[src/stok_pkg.sv]
// ----------------------------------------------------------------------------
// stok_pkg
// Shared types, token kinds and keyword tables for the source tokenizer.
// ----------------------------------------------------------------------------
package stok_pkg;

    localparam int POS_BITS_DEFAULT = 16;
    localparam int KW_MAX_LEN_DEFAULT = 6;
    localparam int MAX_RES = 3;
    localparam int NUM_KW = 10;
    localparam int KW_TEXT_LEN = 6;

    typedef logic [4:0] kind_t;

    localparam kind_t K_LPAREN = 5'd0;
    localparam kind_t K_RPAREN = 5'd1;
    localparam kind_t K_PLUS = 5'd2;
    localparam kind_t K_MINUS = 5'd3;
    localparam kind_t K_COMMA = 5'd4;
    localparam kind_t K_SLASH = 5'd5;
    localparam kind_t K_STAR = 5'd6;
    localparam kind_t K_BANG = 5'd7;
    localparam kind_t K_GREATER = 5'd9;
    localparam kind_t K_LESSER = 5'd11;
    localparam kind_t K_EQUAL = 5'd13;
    localparam kind_t K_STRING = 5'd15;
    localparam kind_t K_IDENT = 5'd16;
    localparam kind_t K_NUMBER = 5'd17;
    localparam kind_t K_KW_BASE = 5'd18;
    localparam kind_t K_EOF = 5'd28;
    localparam kind_t K_ERR_CHAR = 5'd29;
    localparam kind_t K_ERR_STRING = 5'd30;

    localparam logic [7:0] KW_TEXT [0:NUM_KW-1][0:KW_TEXT_LEN-1] = '{
        '{"a", "n", "d", 8'h00, 8'h00, 8'h00},
        '{"o", "r", 8'h00, 8'h00, 8'h00, 8'h00},
        '{"d", "e", "f", 8'h00, 8'h00, 8'h00},
        '{"i", "f", 8'h00, 8'h00, 8'h00, 8'h00},
        '{"e", "l", "i", "f", 8'h00, 8'h00},
        '{"e", "l", "s", "e", 8'h00, 8'h00},
        '{"t", "h", "e", "n", 8'h00, 8'h00},
        '{"l", "e", "t", 8'h00, 8'h00, 8'h00},
        '{"e", "n", "d", 8'h00, 8'h00, 8'h00},
        '{"e", "x", "t", "e", "r", "n"}
    };
    localparam logic [2:0] KW_LEN [0:NUM_KW-1] = '{
        3'd3, 3'd2, 3'd3, 3'd2, 3'd4, 3'd4, 3'd4, 3'd3, 3'd3, 3'd6
    };

    typedef struct packed {
        kind_t       kind;
        logic [15:0] start_pos;
        logic [15:0] end_pos;
        logic [15:0] line;
        logic        last_of_run;
    } tok_res_t;

    typedef struct packed {
        logic [1:0]                 count;
        tok_res_t [MAX_RES-1:0]     res;
    } tok_batch_t;

endpackage

[src/stok_in_if.sv]
// ----------------------------------------------------------------------------
// stok_in_if
// Byte channel into the tokenizer.
// ----------------------------------------------------------------------------
interface stok_in_if;
    logic       valid;
    logic       ready;
    logic [7:0] ch;
    logic       end_of_source;

    modport source (output valid, output ch, output end_of_source, input ready);
    modport sink (input valid, input ch, input end_of_source, output ready);
endinterface

[src/stok_out_if.sv]
// ----------------------------------------------------------------------------
// stok_out_if
// Token channel out of the tokenizer.
// ----------------------------------------------------------------------------
interface stok_out_if;
    logic        valid;
    logic        ready;
    logic [4:0]  kind;
    logic [15:0] start_pos;
    logic [15:0] end_pos;
    logic [15:0] line;
    logic        last_of_run;

    modport source (output valid, output kind, output start_pos, output end_pos,
                    output line, output last_of_run, input ready);
    modport sink (input valid, input kind, input start_pos, input end_pos,
                  input line, input last_of_run, output ready);
endinterface

[src/stok_scan.sv]
// ----------------------------------------------------------------------------
// stok_scan
// Scanner state and next-state logic; forms up to three tokens per byte.
// ----------------------------------------------------------------------------
module stok_scan #(
    parameter int POS_BITS = stok_pkg::POS_BITS_DEFAULT,
    parameter int KEYWORD_MAX_LEN = stok_pkg::KW_MAX_LEN_DEFAULT
) (
    input  logic                 clk,
    input  logic                 rst_n,
    input  logic                 accept,
    input  logic [7:0]           ch,
    input  logic                 end_of_source,
    output stok_pkg::tok_batch_t batch
);

    localparam int LW = $clog2(KEYWORD_MAX_LEN + 2);
    localparam logic [POS_BITS-1:0] POS_MAX = '1;

    typedef enum logic [3:0] {
        M_IDLE, M_OP, M_SLASH, M_COMMENT, M_STRING, M_IDENT, M_NUM, M_NUM_DOT, M_NUM_FRAC
    } mode_t;

    mode_t               mode_reg, mode_next;
    logic [POS_BITS-1:0] token_start_reg, token_start_next;
    logic [POS_BITS-1:0] byte_pos_reg, byte_pos_next;
    logic [15:0]         line_reg, line_next;
    logic [LW-1:0]       len_reg, len_next;
    logic [7:0]          pending_reg, pending_next;
    logic [7:0]          kwbuf_reg [KEYWORD_MAX_LEN];
    logic [7:0]          kwbuf_next [KEYWORD_MAX_LEN];

    function automatic logic [15:0] out_pos(input logic [POS_BITS-1:0] v);
        logic [POS_BITS+15:0] ext;
        ext = {16'd0, v};
        return ext[15:0];
    endfunction

    function automatic logic [POS_BITS-1:0] sat_inc(input logic [POS_BITS-1:0] v);
        return (v == POS_MAX) ? POS_MAX : v + 1'b1;
    endfunction

    function automatic logic [POS_BITS-1:0] sat_dec(input logic [POS_BITS-1:0] v);
        return (v == '0) ? '0 : v - 1'b1;
    endfunction

    function automatic stok_pkg::tok_res_t mk(input stok_pkg::kind_t k,
                                              input logic [POS_BITS-1:0] s,
                                              input logic [POS_BITS-1:0] e,
                                              input logic [15:0] ln);
        stok_pkg::tok_res_t r;
        r.kind = k;
        r.start_pos = out_pos(s);
        r.end_pos = out_pos(e);
        r.line = ln;
        r.last_of_run = 1'b0;
        return r;
    endfunction

    logic [POS_BITS-1:0] p, p_inc, p_dec, ts, ts_inc;
    stok_pkg::kind_t     op_one, id_kind;
    logic                is_alpha, is_digit, do_start, kw_hit;
    logic [1:0]          n;
    stok_pkg::tok_res_t  r [stok_pkg::MAX_RES];

    assign p = byte_pos_reg;
    assign p_inc = sat_inc(byte_pos_reg);
    assign p_dec = sat_dec(byte_pos_reg);
    assign ts = token_start_reg;
    assign ts_inc = sat_inc(token_start_reg);
    assign is_alpha = (ch inside {["a":"z"], ["A":"Z"]});
    assign is_digit = (ch inside {["0":"9"]});

    always_comb
    begin
        case (pending_reg)
            "!":     op_one = stok_pkg::K_BANG;
            ">":     op_one = stok_pkg::K_GREATER;
            "<":     op_one = stok_pkg::K_LESSER;
            default: op_one = stok_pkg::K_EQUAL;
        endcase
    end

    always_comb
    begin
        id_kind = stok_pkg::K_IDENT;
        for (int k = stok_pkg::NUM_KW - 1; k >= 0; k--)
        begin
            kw_hit = (len_reg == LW'(stok_pkg::KW_LEN[k]));
            for (int j = 0; j < stok_pkg::KW_TEXT_LEN; j++)
            begin
                if (j < int'(stok_pkg::KW_LEN[k]) && kwbuf_reg[j] != stok_pkg::KW_TEXT[k][j])
                begin
                    kw_hit = 1'b0;
                end
            end
            if (kw_hit)
            begin
                id_kind = stok_pkg::K_KW_BASE + 5'(k);
            end
        end
    end

    always_comb
    begin
        mode_next = mode_reg;
        token_start_next = token_start_reg;
        byte_pos_next = byte_pos_reg;
        line_next = line_reg;
        len_next = len_reg;
        pending_next = pending_reg;
        kwbuf_next = kwbuf_reg;
        n = 2'd0;
        do_start = 1'b0;
        for (int i = 0; i < stok_pkg::MAX_RES; i++)
        begin
            r[i] = '0;
        end

        if (end_of_source)
        begin
            case (mode_reg)
                M_OP:
                begin
                    r[n] = mk(op_one, ts, ts_inc, line_reg);
                    n = n + 2'd1;
                end
                M_SLASH:
                begin
                    r[n] = mk(stok_pkg::K_SLASH, ts, ts_inc, line_reg);
                    n = n + 2'd1;
                end
                M_STRING:
                begin
                    r[n] = mk(stok_pkg::K_ERR_STRING, p_dec, p_dec, line_reg);
                    n = n + 2'd1;
                end
                M_IDENT:
                begin
                    r[n] = mk(id_kind, ts, p, line_reg);
                    n = n + 2'd1;
                end
                M_NUM, M_NUM_FRAC:
                begin
                    r[n] = mk(stok_pkg::K_NUMBER, ts, p, line_reg);
                    n = n + 2'd1;
                end
                M_NUM_DOT:
                begin
                    r[n] = mk(stok_pkg::K_NUMBER, ts, p_dec, line_reg);
                    n = n + 2'd1;
                    r[n] = mk(stok_pkg::K_ERR_CHAR, p_dec, p_dec, line_reg);
                    n = n + 2'd1;
                end
                default:
                begin
                end
            endcase
            r[n] = mk(stok_pkg::K_EOF, p, p, line_reg);
            n = n + 2'd1;
            mode_next = M_IDLE;
            token_start_next = '0;
            byte_pos_next = '0;
            line_next = 16'd1;
            len_next = '0;
        end
        else
        begin
            case (mode_reg)
                M_OP:
                begin
                    if (ch == "=")
                    begin
                        r[n] = mk(op_one + 5'd1, ts, p_inc, line_reg);
                        n = n + 2'd1;
                        mode_next = M_IDLE;
                    end
                    else
                    begin
                        r[n] = mk(op_one, ts, ts_inc, line_reg);
                        n = n + 2'd1;
                        do_start = 1'b1;
                    end
                end
                M_SLASH:
                begin
                    if (ch == "/")
                    begin
                        mode_next = M_COMMENT;
                    end
                    else
                    begin
                        r[n] = mk(stok_pkg::K_SLASH, ts, ts_inc, line_reg);
                        n = n + 2'd1;
                        do_start = 1'b1;
                    end
                end
                M_COMMENT:
                begin
                    do_start = (ch == 8'h0a) || (ch == 8'h00);
                end
                M_STRING:
                begin
                    if (ch == "\"")
                    begin
                        r[n] = mk(stok_pkg::K_STRING, ts_inc, p, line_reg);
                        n = n + 2'd1;
                        mode_next = M_IDLE;
                    end
                    else if (ch == 8'h0a && line_reg != 16'hffff)
                    begin
                        line_next = line_reg + 16'd1;
                    end
                end
                M_IDENT:
                begin
                    if (is_alpha || is_digit || ch == "_")
                    begin
                        for (int i = 0; i < KEYWORD_MAX_LEN; i++)
                        begin
                            if (len_reg == LW'(i))
                            begin
                                kwbuf_next[i] = ch;
                            end
                        end
                        if (len_reg <= LW'(KEYWORD_MAX_LEN))
                        begin
                            len_next = len_reg + 1'b1;
                        end
                    end
                    else
                    begin
                        r[n] = mk(id_kind, ts, p, line_reg);
                        n = n + 2'd1;
                        do_start = 1'b1;
                    end
                end
                M_NUM:
                begin
                    if (ch == ".")
                    begin
                        mode_next = M_NUM_DOT;
                    end
                    else if (!is_digit)
                    begin
                        r[n] = mk(stok_pkg::K_NUMBER, ts, p, line_reg);
                        n = n + 2'd1;
                        do_start = 1'b1;
                    end
                end
                M_NUM_DOT:
                begin
                    if (is_digit)
                    begin
                        mode_next = M_NUM_FRAC;
                    end
                    else
                    begin
                        r[n] = mk(stok_pkg::K_NUMBER, ts, p_dec, line_reg);
                        n = n + 2'd1;
                        r[n] = mk(stok_pkg::K_ERR_CHAR, p_dec, p_dec, line_reg);
                        n = n + 2'd1;
                        do_start = 1'b1;
                    end
                end
                M_NUM_FRAC:
                begin
                    if (!is_digit)
                    begin
                        r[n] = mk(stok_pkg::K_NUMBER, ts, p, line_reg);
                        n = n + 2'd1;
                        do_start = 1'b1;
                    end
                end
                default:
                begin
                    do_start = 1'b1;
                end
            endcase
            byte_pos_next = p_inc;

            if (do_start)
            begin
                token_start_next = p;
                mode_next = M_IDLE;
                case (ch)
                    8'h0a:
                    begin
                        if (line_reg != 16'hffff)
                        begin
                            line_next = line_reg + 16'd1;
                        end
                    end
                    " ", 8'h0d, 8'h09:
                    begin
                    end
                    "(":
                    begin
                        r[n] = mk(stok_pkg::K_LPAREN, p, p_inc, line_reg);
                        n = n + 2'd1;
                    end
                    ")":
                    begin
                        r[n] = mk(stok_pkg::K_RPAREN, p, p_inc, line_reg);
                        n = n + 2'd1;
                    end
                    "+":
                    begin
                        r[n] = mk(stok_pkg::K_PLUS, p, p_inc, line_reg);
                        n = n + 2'd1;
                    end
                    "-":
                    begin
                        r[n] = mk(stok_pkg::K_MINUS, p, p_inc, line_reg);
                        n = n + 2'd1;
                    end
                    ",":
                    begin
                        r[n] = mk(stok_pkg::K_COMMA, p, p_inc, line_reg);
                        n = n + 2'd1;
                    end
                    "*":
                    begin
                        r[n] = mk(stok_pkg::K_STAR, p, p_inc, line_reg);
                        n = n + 2'd1;
                    end
                    "!", "<", ">", "=":
                    begin
                        pending_next = ch;
                        mode_next = M_OP;
                    end
                    "/":
                    begin
                        mode_next = M_SLASH;
                    end
                    "\"":
                    begin
                        mode_next = M_STRING;
                    end
                    default:
                    begin
                        if (is_alpha || ch == "_")
                        begin
                            kwbuf_next[0] = ch;
                            len_next = LW'(1);
                            mode_next = M_IDENT;
                        end
                        else if (is_digit)
                        begin
                            mode_next = M_NUM;
                        end
                        else
                        begin
                            r[n] = mk(stok_pkg::K_ERR_CHAR, p, p, line_reg);
                            n = n + 2'd1;
                        end
                    end
                endcase
            end
        end

        if (n != 2'd0)
        begin
            r[n - 2'd1].last_of_run = 1'b1;
        end
        batch.count = n;
        for (int i = 0; i < stok_pkg::MAX_RES; i++)
        begin
            batch.res[i] = r[i];
        end
    end

    always_ff @(posedge clk or negedge rst_n)
    begin
        if (!rst_n)
        begin
            mode_reg <= M_IDLE;
            token_start_reg <= '0;
            byte_pos_reg <= '0;
            line_reg <= 16'd1;
            len_reg <= '0;
            pending_reg <= '0;
        end
        else if (accept)
        begin
            mode_reg <= mode_next;
            token_start_reg <= token_start_next;
            byte_pos_reg <= byte_pos_next;
            line_reg <= line_next;
            len_reg <= len_next;
            pending_reg <= pending_next;
        end
    end

    always_ff @(posedge clk)
    begin
        if (accept)
        begin
            kwbuf_reg <= kwbuf_next;
        end
    end

endmodule

[src/stok_rbuf.sv]
// ----------------------------------------------------------------------------
// stok_rbuf
// Result register: holds the tokens of one byte and hands them out in order.
// ----------------------------------------------------------------------------
module stok_rbuf (
    input  logic                 clk,
    input  logic                 rst_n,
    input  logic                 load,
    input  stok_pkg::tok_batch_t batch,
    output logic                 free,
    stok_out_if.source           tok_out
);

    stok_pkg::tok_res_t [stok_pkg::MAX_RES-1:0] res_reg;
    logic [1:0] cnt_reg;
    logic [1:0] rd_reg;
    logic       pop;

    assign tok_out.valid = (cnt_reg != 2'd0);
    assign pop = tok_out.valid && tok_out.ready;
    assign free = (cnt_reg == 2'd0) || (cnt_reg == 2'd1 && tok_out.ready);

    assign tok_out.kind = res_reg[rd_reg].kind;
    assign tok_out.start_pos = res_reg[rd_reg].start_pos;
    assign tok_out.end_pos = res_reg[rd_reg].end_pos;
    assign tok_out.line = res_reg[rd_reg].line;
    assign tok_out.last_of_run = res_reg[rd_reg].last_of_run;

    always_ff @(posedge clk or negedge rst_n)
    begin
        if (!rst_n)
        begin
            cnt_reg <= 2'd0;
            rd_reg <= 2'd0;
        end
        else if (load)
        begin
            cnt_reg <= batch.count;
            rd_reg <= 2'd0;
        end
        else if (pop)
        begin
            cnt_reg <= cnt_reg - 2'd1;
            rd_reg <= rd_reg + 2'd1;
        end
    end

    always_ff @(posedge clk)
    begin
        if (load)
        begin
            res_reg <= batch.res;
        end
    end

    a_no_load_busy: assert property (@(posedge clk) disable iff (!rst_n)
        load |-> (cnt_reg == 2'd0 || (cnt_reg == 2'd1 && pop)))
        else $error("load while tokens pending");
    a_last_final: assert property (@(posedge clk) disable iff (!rst_n)
        (tok_out.valid && cnt_reg == 2'd1) |-> tok_out.last_of_run)
        else $error("final token lacks last_of_run");
    a_last_early: assert property (@(posedge clk) disable iff (!rst_n)
        (cnt_reg > 2'd1) |-> !tok_out.last_of_run)
        else $error("last_of_run before final token");
    a_load_shows: assert property (@(posedge clk) disable iff (!rst_n)
        (load && batch.count != 2'd0) |=> tok_out.valid)
        else $error("loaded tokens not shown");

endmodule

[src/source_tokenizer.sv]
// ----------------------------------------------------------------------------
// source_tokenizer
// Streaming lexical scanner: one source byte per word in, tokens out.
// ----------------------------------------------------------------------------
// Takes one byte per cycle while the result register is free. The scanner
// state is updated in the cycle a byte is taken and its tokens (zero to three)
// land in a result register. The next byte is let in only once that register
// is empty or the output takes its last token; until then the input is held
// while the register drains, one token per cycle while the output is ready.
module source_tokenizer #(
    parameter int POS_BITS = stok_pkg::POS_BITS_DEFAULT,
    parameter int KEYWORD_MAX_LEN = stok_pkg::KW_MAX_LEN_DEFAULT
) (
    input  logic       clk,
    input  logic       rst_n,
    stok_in_if.sink    tok_in,
    stok_out_if.source tok_out
);

    stok_pkg::tok_batch_t batch;
    logic                 free;
    logic                 accept;

    assign tok_in.ready = free;
    assign accept = tok_in.valid && free;

    stok_scan #(
        .POS_BITS(POS_BITS),
        .KEYWORD_MAX_LEN(KEYWORD_MAX_LEN)
    ) u_scan (
        .clk(clk),
        .rst_n(rst_n),
        .accept(accept),
        .ch(tok_in.ch),
        .end_of_source(tok_in.end_of_source),
        .batch(batch)
    );

    stok_rbuf u_rbuf (
        .clk(clk),
        .rst_n(rst_n),
        .load(accept),
        .batch(batch),
        .free(free),
        .tok_out(tok_out)
    );

endmodule

[src/flat_wrapper.sv]
// flat-port wrapper written by rule: the top's interface ports become plain ports
module source_tokenizer_flat 
#(
    parameter int POS_BITS = stok_pkg::POS_BITS_DEFAULT,
    parameter int KEYWORD_MAX_LEN = stok_pkg::KW_MAX_LEN_DEFAULT
)
  (clk, rst_n, tok_in_valid, tok_in_ch, tok_in_end_of_source, tok_in_ready, tok_out_valid, tok_out_kind, tok_out_start_pos, tok_out_end_pos, tok_out_line, tok_out_last_of_run, tok_out_ready);
  stok_in_if tok_in_i ();
  stok_out_if tok_out_i ();
  input  logic clk;
  input  logic rst_n;
  input wire logic [$bits(tok_in_i.valid)-1:0] tok_in_valid;
  input wire logic [$bits(tok_in_i.ch)-1:0] tok_in_ch;
  input wire logic [$bits(tok_in_i.end_of_source)-1:0] tok_in_end_of_source;
  output wire logic [$bits(tok_in_i.ready)-1:0] tok_in_ready;
  output wire logic [$bits(tok_out_i.valid)-1:0] tok_out_valid;
  output wire logic [$bits(tok_out_i.kind)-1:0] tok_out_kind;
  output wire logic [$bits(tok_out_i.start_pos)-1:0] tok_out_start_pos;
  output wire logic [$bits(tok_out_i.end_pos)-1:0] tok_out_end_pos;
  output wire logic [$bits(tok_out_i.line)-1:0] tok_out_line;
  output wire logic [$bits(tok_out_i.last_of_run)-1:0] tok_out_last_of_run;
  input wire logic [$bits(tok_out_i.ready)-1:0] tok_out_ready;
  assign tok_in_i.valid = tok_in_valid;
  assign tok_in_i.ch = tok_in_ch;
  assign tok_in_i.end_of_source = tok_in_end_of_source;
  assign tok_in_ready = tok_in_i.ready;
  assign tok_out_valid = tok_out_i.valid;
  assign tok_out_kind = tok_out_i.kind;
  assign tok_out_start_pos = tok_out_i.start_pos;
  assign tok_out_end_pos = tok_out_i.end_pos;
  assign tok_out_line = tok_out_i.line;
  assign tok_out_last_of_run = tok_out_i.last_of_run;
  assign tok_out_i.ready = tok_out_ready;
  source_tokenizer #(.POS_BITS(POS_BITS), .KEYWORD_MAX_LEN(KEYWORD_MAX_LEN)) u_core (.clk(clk), .rst_n(rst_n), .tok_in(tok_in_i), .tok_out(tok_out_i));
endmodule
[config.mk]
export PLATFORM = sky130hd
export DESIGN_NAME = source_tokenizer_flat
export DESIGN_NICKNAME = d
export VERILOG_FILES = /design/src/stok_pkg.sv /design/src/stok_in_if.sv /design/src/stok_out_if.sv /design/src/stok_scan.sv /design/src/stok_rbuf.sv /design/src/source_tokenizer.sv /design/src/flat_wrapper.sv
export SDC_FILE = /design/constraint.sdc
export NUM_CORES = 1
export LEC_CHECK = 0
export BUFFER_PORTS_ARGS = -buffer_cell sky130_fd_sc_hd__buf_2
export CAP_MARGIN = 20
export CORE_ASPECT_RATIO = 0.9
export CORE_MARGIN = 3
export CORE_UTILIZATION = 40
export DETAILED_ROUTE_END_ITERATION = 16
export PLACE_DENSITY = 0.67
export SLEW_MARGIN = 20
export SYNTH_ARGS = -nofsm -noshare
export SYNTH_HDL_FRONTEND = slang
export SYNTH_SLANG_ARGS = --single-unit
[constraint.sdc]
create_clock -name clk -period 11.1 [get_ports clk]
set_input_delay 0.555 -clock clk [delete_from_list [all_inputs] [get_ports clk]]
set_output_delay 0.555 -clock clk [all_outputs]
set_load 0.02 [all_outputs]
# Yosys cells after proc, flatten, opt, wreduce, memory -nomap -nowiden
# Cells that the tools add are included.
dict set report word_totals {
  memories 0
  output_inout_bits 56
  regBits 277
  word_cells 318
  ram_bits 0
  mem_bits_ro 0
  latchBits 0
}
dict set report classes {
  n_addsub 11
  n_shift 0
  n_lt_le_gt_ge 14
  eq_ne 69
  div 0
  multipliers 0
  n_reduce_logical 42
  muxes 149
  n_bitwise 4
}
# op count
set ops {}
lappend ops {{162-bit bitwise mux} 9}
lappend ops {{162-bit one-hot mux with 7 select lines} 1}
lappend ops {{162-bit two-way mux} 5}
lappend ops {{54-bit two-way mux} 13}
lappend ops {{54-bit one-hot mux with 7 select lines} 1}
lappend ops {{54-bit demux with 2-bit select} 3}
lappend ops {{54-bit one-hot mux with 6 select lines} 1}
lappend ops {{16-bit two-way mux} 13}
lappend ops {{8-bit by 7-bit inequality test with 1-bit output, second input constant} 25}
lappend ops {{8-bit by 6-bit == test with 1-bit output, second input constant} 17}
lappend ops {{54-bit binary-select mux with 2-bit select} 1}
lappend ops {{108-bit two-way mux} 1}
lappend ops {{48-bit two-way mux} 2}
lappend ops {{8-bit two-way mux} 9}
lappend ops {{53-bit two-way mux} 1}
lappend ops {{52-bit two-way mux} 1}
lappend ops {{16-bit by 1-bit adder with 16-bit output, second input constant} 3}
lappend ops {{5-bit two-way mux} 9}
lappend ops {{1-bit two-way mux} 44}
lappend ops {{16-bit == test, second input constant} 2}
lappend ops {{4-bit two-way mux} 8}
lappend ops {{3-bit two-way mux} 9}
lappend ops {{5-bit AND reduction} 5}
lappend ops {{8-bit by 4-bit == test with 1-bit output, second input constant} 3}
lappend ops {{other kinds (49)} 103}

# Longest topological paths before layout
dict set report depth {
  depth_word 28
  ltp_mapped 14
  mapped_depth_nobuf 11
}

# By module
# From an unflattened synthesis, not the netlist that was laid out.
dict set report unflattened {
  cells_unflattened 1919
  hier_area_um2 17952.2
}
# module seq_area_each_um2 area_each_um2 cells_each n_inst
set by_module_without_submodules {}
lappend by_module_without_submodules {stok_scan 3019.1 11672.4 1552 1}
lappend by_module_without_submodules {stok_rbuf 4964.8 6273.5 366 1}
lappend by_module_without_submodules {source_tokenizer 0.0 6.3 1 1}

# Least setup slack after synthesis
# Ideal clock, no wire load.
dict set report synth_timing {
  path_type {register to register}
  start {register u_core.u_rbuf.cnt_reg[0]}
  end {register u_core.u_scan.byte_pos_reg[10]}
  setup_slack_ns 4.767
  stages_incl_launch_ff 8
  required_ns 10.730
  period_less_slack_ns 6.333
  arrival_ns 5.963
  cell_sequence {dfrtp_1 inv_1 ha_1 a21o_1 nand2_1 inv_2 buf_1 o21ai_0}
}
dict set report synth_between {
  elab_chain_len 4
}
# item line
set synth_rtl {}
lappend synth_rtl {{start: declaration} stok_rbuf.sv:15} ;# logic [1:0] cnt_reg;
lappend synth_rtl {{start signal: assignment} stok_rbuf.sv:38} ;# cnt_reg <= batch.count;
lappend synth_rtl {{start signal: assignment} stok_rbuf.sv:43} ;# cnt_reg <= cnt_reg - 2'd1;
lappend synth_rtl {{2-bit by 1-bit == test with 1-bit output} stok_rbuf.sv:21} ;# assign free = (cnt_reg == 2'd0) || (cnt_reg == 2'd1 && tok_out.ready);
lappend synth_rtl {{1-bit logical AND} stok_rbuf.sv:21}
lappend synth_rtl {{1-bit logical OR *} stok_rbuf.sv:21}
lappend synth_rtl {{named net tok_in_ready} flat_wrapper.sv:15} ;# output wire logic [$bits(tok_in_i.ready)-1:0] tok_in_ready;
lappend synth_rtl {{1-bit logical AND *} source_tokenizer.sv:25} ;# assign accept = tok_in.valid && free;
lappend synth_rtl {{named net u_core.accept} source_tokenizer.sv:22} ;# logic accept;
lappend synth_rtl {{end signal: assignment} stok_scan.sv:388} ;# byte_pos_reg <= byte_pos_next;
lappend synth_rtl {{end: declaration} stok_scan.sv:26} ;# logic [POS_BITS-1:0] byte_pos_reg, byte_pos_next;
# The timed path passes the listed nets; every way through them passes the cells marked *.
# A chain may end at the register's enable or synchronous reset.

==> key figures <==
Status
  • Outcome: finished clean

GRT
  • Total GRT Usage: 26.9%
  • First-pass GRT wire length: 92.5 mm
  • Vias in the first global route: approximately 14000
  • Initial antenna violation count: 2
  • Largest net degree at the start of global routing: 77
  • Total grt overflow: 0

Routing
  • Routed vias: 15266
  • Routed wire length: 62.3 mm
  • Post-DRT Antenna Nets: 0
  • Drt pass-1 iters: 6
  • Vias per cell: 6.49
  • DR WL/cell: 26.5 µm
  • DRC Markers: 0
  • Starting DRT DRC Count: 2246

Yosys
  • Post-synth top cells: edfxtp_1 (208), nand2_1 (197), o21ai_0 (152), nor2_1 (140), clkbuf_1 (110)
  • Seq/Total Area, Yosys: around 47%
  • Top-count cell post-synth: edfxtp_1
  • Post-Synthesis Cells: 1773
  • Area contributors post-synth: edfxtp_1 (37%), dfrtp_1 (9.7%), o21ai_0 (4.5%), nand2_1 (4.3%), mux2i_1 (4.3%)
  • Netlist cell types: 94
  • Mapped Area: 17000 µm²
  • #FFs+latches synth: 275
  • Mapped Nets: 1808
  • Avg Cell Area, Syn: 9.61 µm²
  • Most used flip-flop cell after synthesis: edfxtp_1
  • Post-synth EDFFs: ~210
  • Ys async rst share: 24.4%
  • Yosys top cell area share: 36.7%
  • Yosys top cell by area: edfxtp_1
  • Syn. warnings: 0

STA
  • Clock Skews: 15.7 ps
  • RSZ-0062 raised after global routing: false
  • Tcrit/Tclk final: 43.2%
  • Worst slew pin tran: 1180 ps
  • Slew headroom: 21.0%
  • Sum of negative setup slack: 0 ps
  • Final WS setup: 6300 ps
  • WHS: 325 ps
  • Max Fclk: 208 MHz
  • Fin crit period: 4800 ps
  • Hold Vio Cnt, Final: 0
  • # setup viols final: 0
  • Slew Limit Fails: 0

Finish
  • Syn-to-layout area delta: 11.0%
  • Area of the multi-input gates: 8460 µm²
  • Layout filler cell count: between 3000 and 4000
  • Nets: ~1800
  • Layout cells sized above 1: approximately an eighth
  • Largest register FFs: 160
  • Post-route cell area: around 19000 µm²
  • FF/Latch Area: 7930 µm²
  • Final Util: 45.1%

Place
  • Pre-CTS setup slack: 6270 ps
  • Port bufs: 68
  • Placement Cell Area: 17900 µm²
  • GP Congestion: 1.01
  • Detailed placement HPWL: about 43 mm

Clocking
  • TritonCTS clock tree: yes
  • Clock buffer depth: 3
  • CTS sink cnt: 275
  • Clock Tree Root: clkbuf_16
  • CTS buffer count: 31
  • Skew-Pair Late Insertion Delay: 600 ps
  • Number of gates resized after cts: 0
  • H-tree Lvls: 1
  • Worst-path clk slew: 60 ps

Worst setup path
  • WP data arrival: about 5300 ps
  • CP startpoint kind: flop
  • Top fanout value on the critical path: 20
  • Critical Path RT: 11560 ps
  • Setup CP Type: flop to flop
  • CP endpoint kind: flop
  • R2R depth: 9
  • Flop2flop setup slack: 6300 ps

Pwr
  • Power Dens Cells: 232 nW/µm²
  • Worst vdd ir: around 160 µV
  • Leakage dissipation: 6.83 nW

Min path
  • Worst hold path class: input pin to flop
  • Hold depth: 1

Floorplanning
  • Die width: between 200 and 250 µm
  • Initial Util: 40.6%
  • Die Ht: 202 µm
  • # IOs: 69
  • Core Rows: just over 70
  • Die Footprint: 45100 µm²
  • Core Box Area: 41900 µm²

Job
  • Max-Cap Viols: 0
==> cell usage in the layout, fill, tap and decap left out, drive strengths merged, types with 9 or more instances in the layout <==
cell / count
a21oi: 91
clkbuf: 43
a22oi: 13
nand4: 24
mux2: 18
buf: 109
o22ai: 18
a31oi: 25
and2: 37
o2bb2ai: 10
and4: 10
inv: 37
nor2b: 49
o21ai: 157
nor2: 141
nor3b: 11
or3: 9
o31ai: 16
a22o: 39
nand3: 48
edfxtp: 208
nand2: 197
o221ai: 12
nor3: 37
nor4: 12
mux2i: 73
and3: 22
o21bai: 10
a221oi: 18
a21o: 13
nand2b: 12
xnor2: 17
o211ai: 14
ha: 22
dfrtp: 66
==> area by class of cell <==
class                           count  share of cell area (%)
Clock inverter                     15                   0.953
Sequential cell                   275                    41.9
Inverter                           34                   0.702
Antenna cell                        1                  0.0132
Multi-Input combinational cell   1327                    44.8
Tap cell                          547                    3.62
Timing Repair Buffer              110                    3.49
Clock buffer                       43                    4.50
==> per-stage QoR <==
| stage | total power, mW | std cells |
|---|---|---|
| CTS | 4.35 | 2351 |
| global placement | 3.30 | 2292 |
| floorplan | 2.65 | 1773 |
| finish | 4.38 | 2352 |
| detailed placement | 3.31 | 2292 |
| global route | 4.56 | 2351 |
==> cell families (layout without fill, tap and decap cells) <==
group | after synthesis | count (layout) | synth area share (%)
AO/OA/AOI/OAI | 525 | 525 | 20.8
flip-flops | 275 | 275 | 46.5
buffers and inverters | 171 | 202 | 4.03
AND/OR/NAND/NOR | 664 | 664 | 20.1
XOR/XNOR | 25 | 25 | 1.29
multiplexers | 91 | 91 | 5.59
adder cells (fa/ha/maj) | 22 | 22 | 1.62
other | 0 | 1 | 0
==> per-layer routing <==
| metal | GRT usage [%] | vias to the layer above | wire, µm |
|---|---|---|---|
| met1 | 38.2 | 7418 | 26200 |
| met4 | 11.1 | 0 | 2890 |
| met5 | 0 | - | 0 |
| li1 | - | 6723 | - |
| met3 | 6.19 | 197 | 6770 |
| met2 | 39.5 | 928 | 26500 |
==> where the power goes <==
| part | total, mW | internal, mW | switching [mW] |
|---|---|---|---|
| logic | 1.87 | 0.513 | 1.35 |
| clock network | 1.04 | 0.608 | 0.436 |
| registers | 1.47 | 1.35 | 0.121 |
==> timing repair <==
action / CTS / global route
hold buffers: 1 / 0
buffers inserted: 0 / 0
endpoints found under the hold margin: 19 / 0
==> final timing paths <==
| kind | from | end |
|---|---|---|
| max reg2reg | u_core.u_scan.mode_reg[0] | u_core.u_rbuf.res_reg[23] |
| min reg2reg | u_core.u_scan.pending_reg[5] | u_core.u_scan.pending_reg[5] |
| min in group asynchronous | rst_n | u_core.u_scan.token_start_reg[11] |
| max in group asynchronous | rst_n | u_core.u_rbuf.rd_reg[1] |
| min | tok_in_ch[7] | u_core.u_scan.kwbuf_reg[39] |
| max | u_core.u_scan.mode_reg[0] | u_core.u_rbuf.res_reg[23] |
==> worst max-delay path, stage by stage, from the launching register on <==
cell and delay [ps]:
dfrtp_1 580, or4b_2 890, or2_2 540, nand4_1 280, inv_1 130, ha_1 430
and3_1 290, a21oi_1 780, a211o_1 520, a221o_1 240
Power figures use the tool's default switching activity.
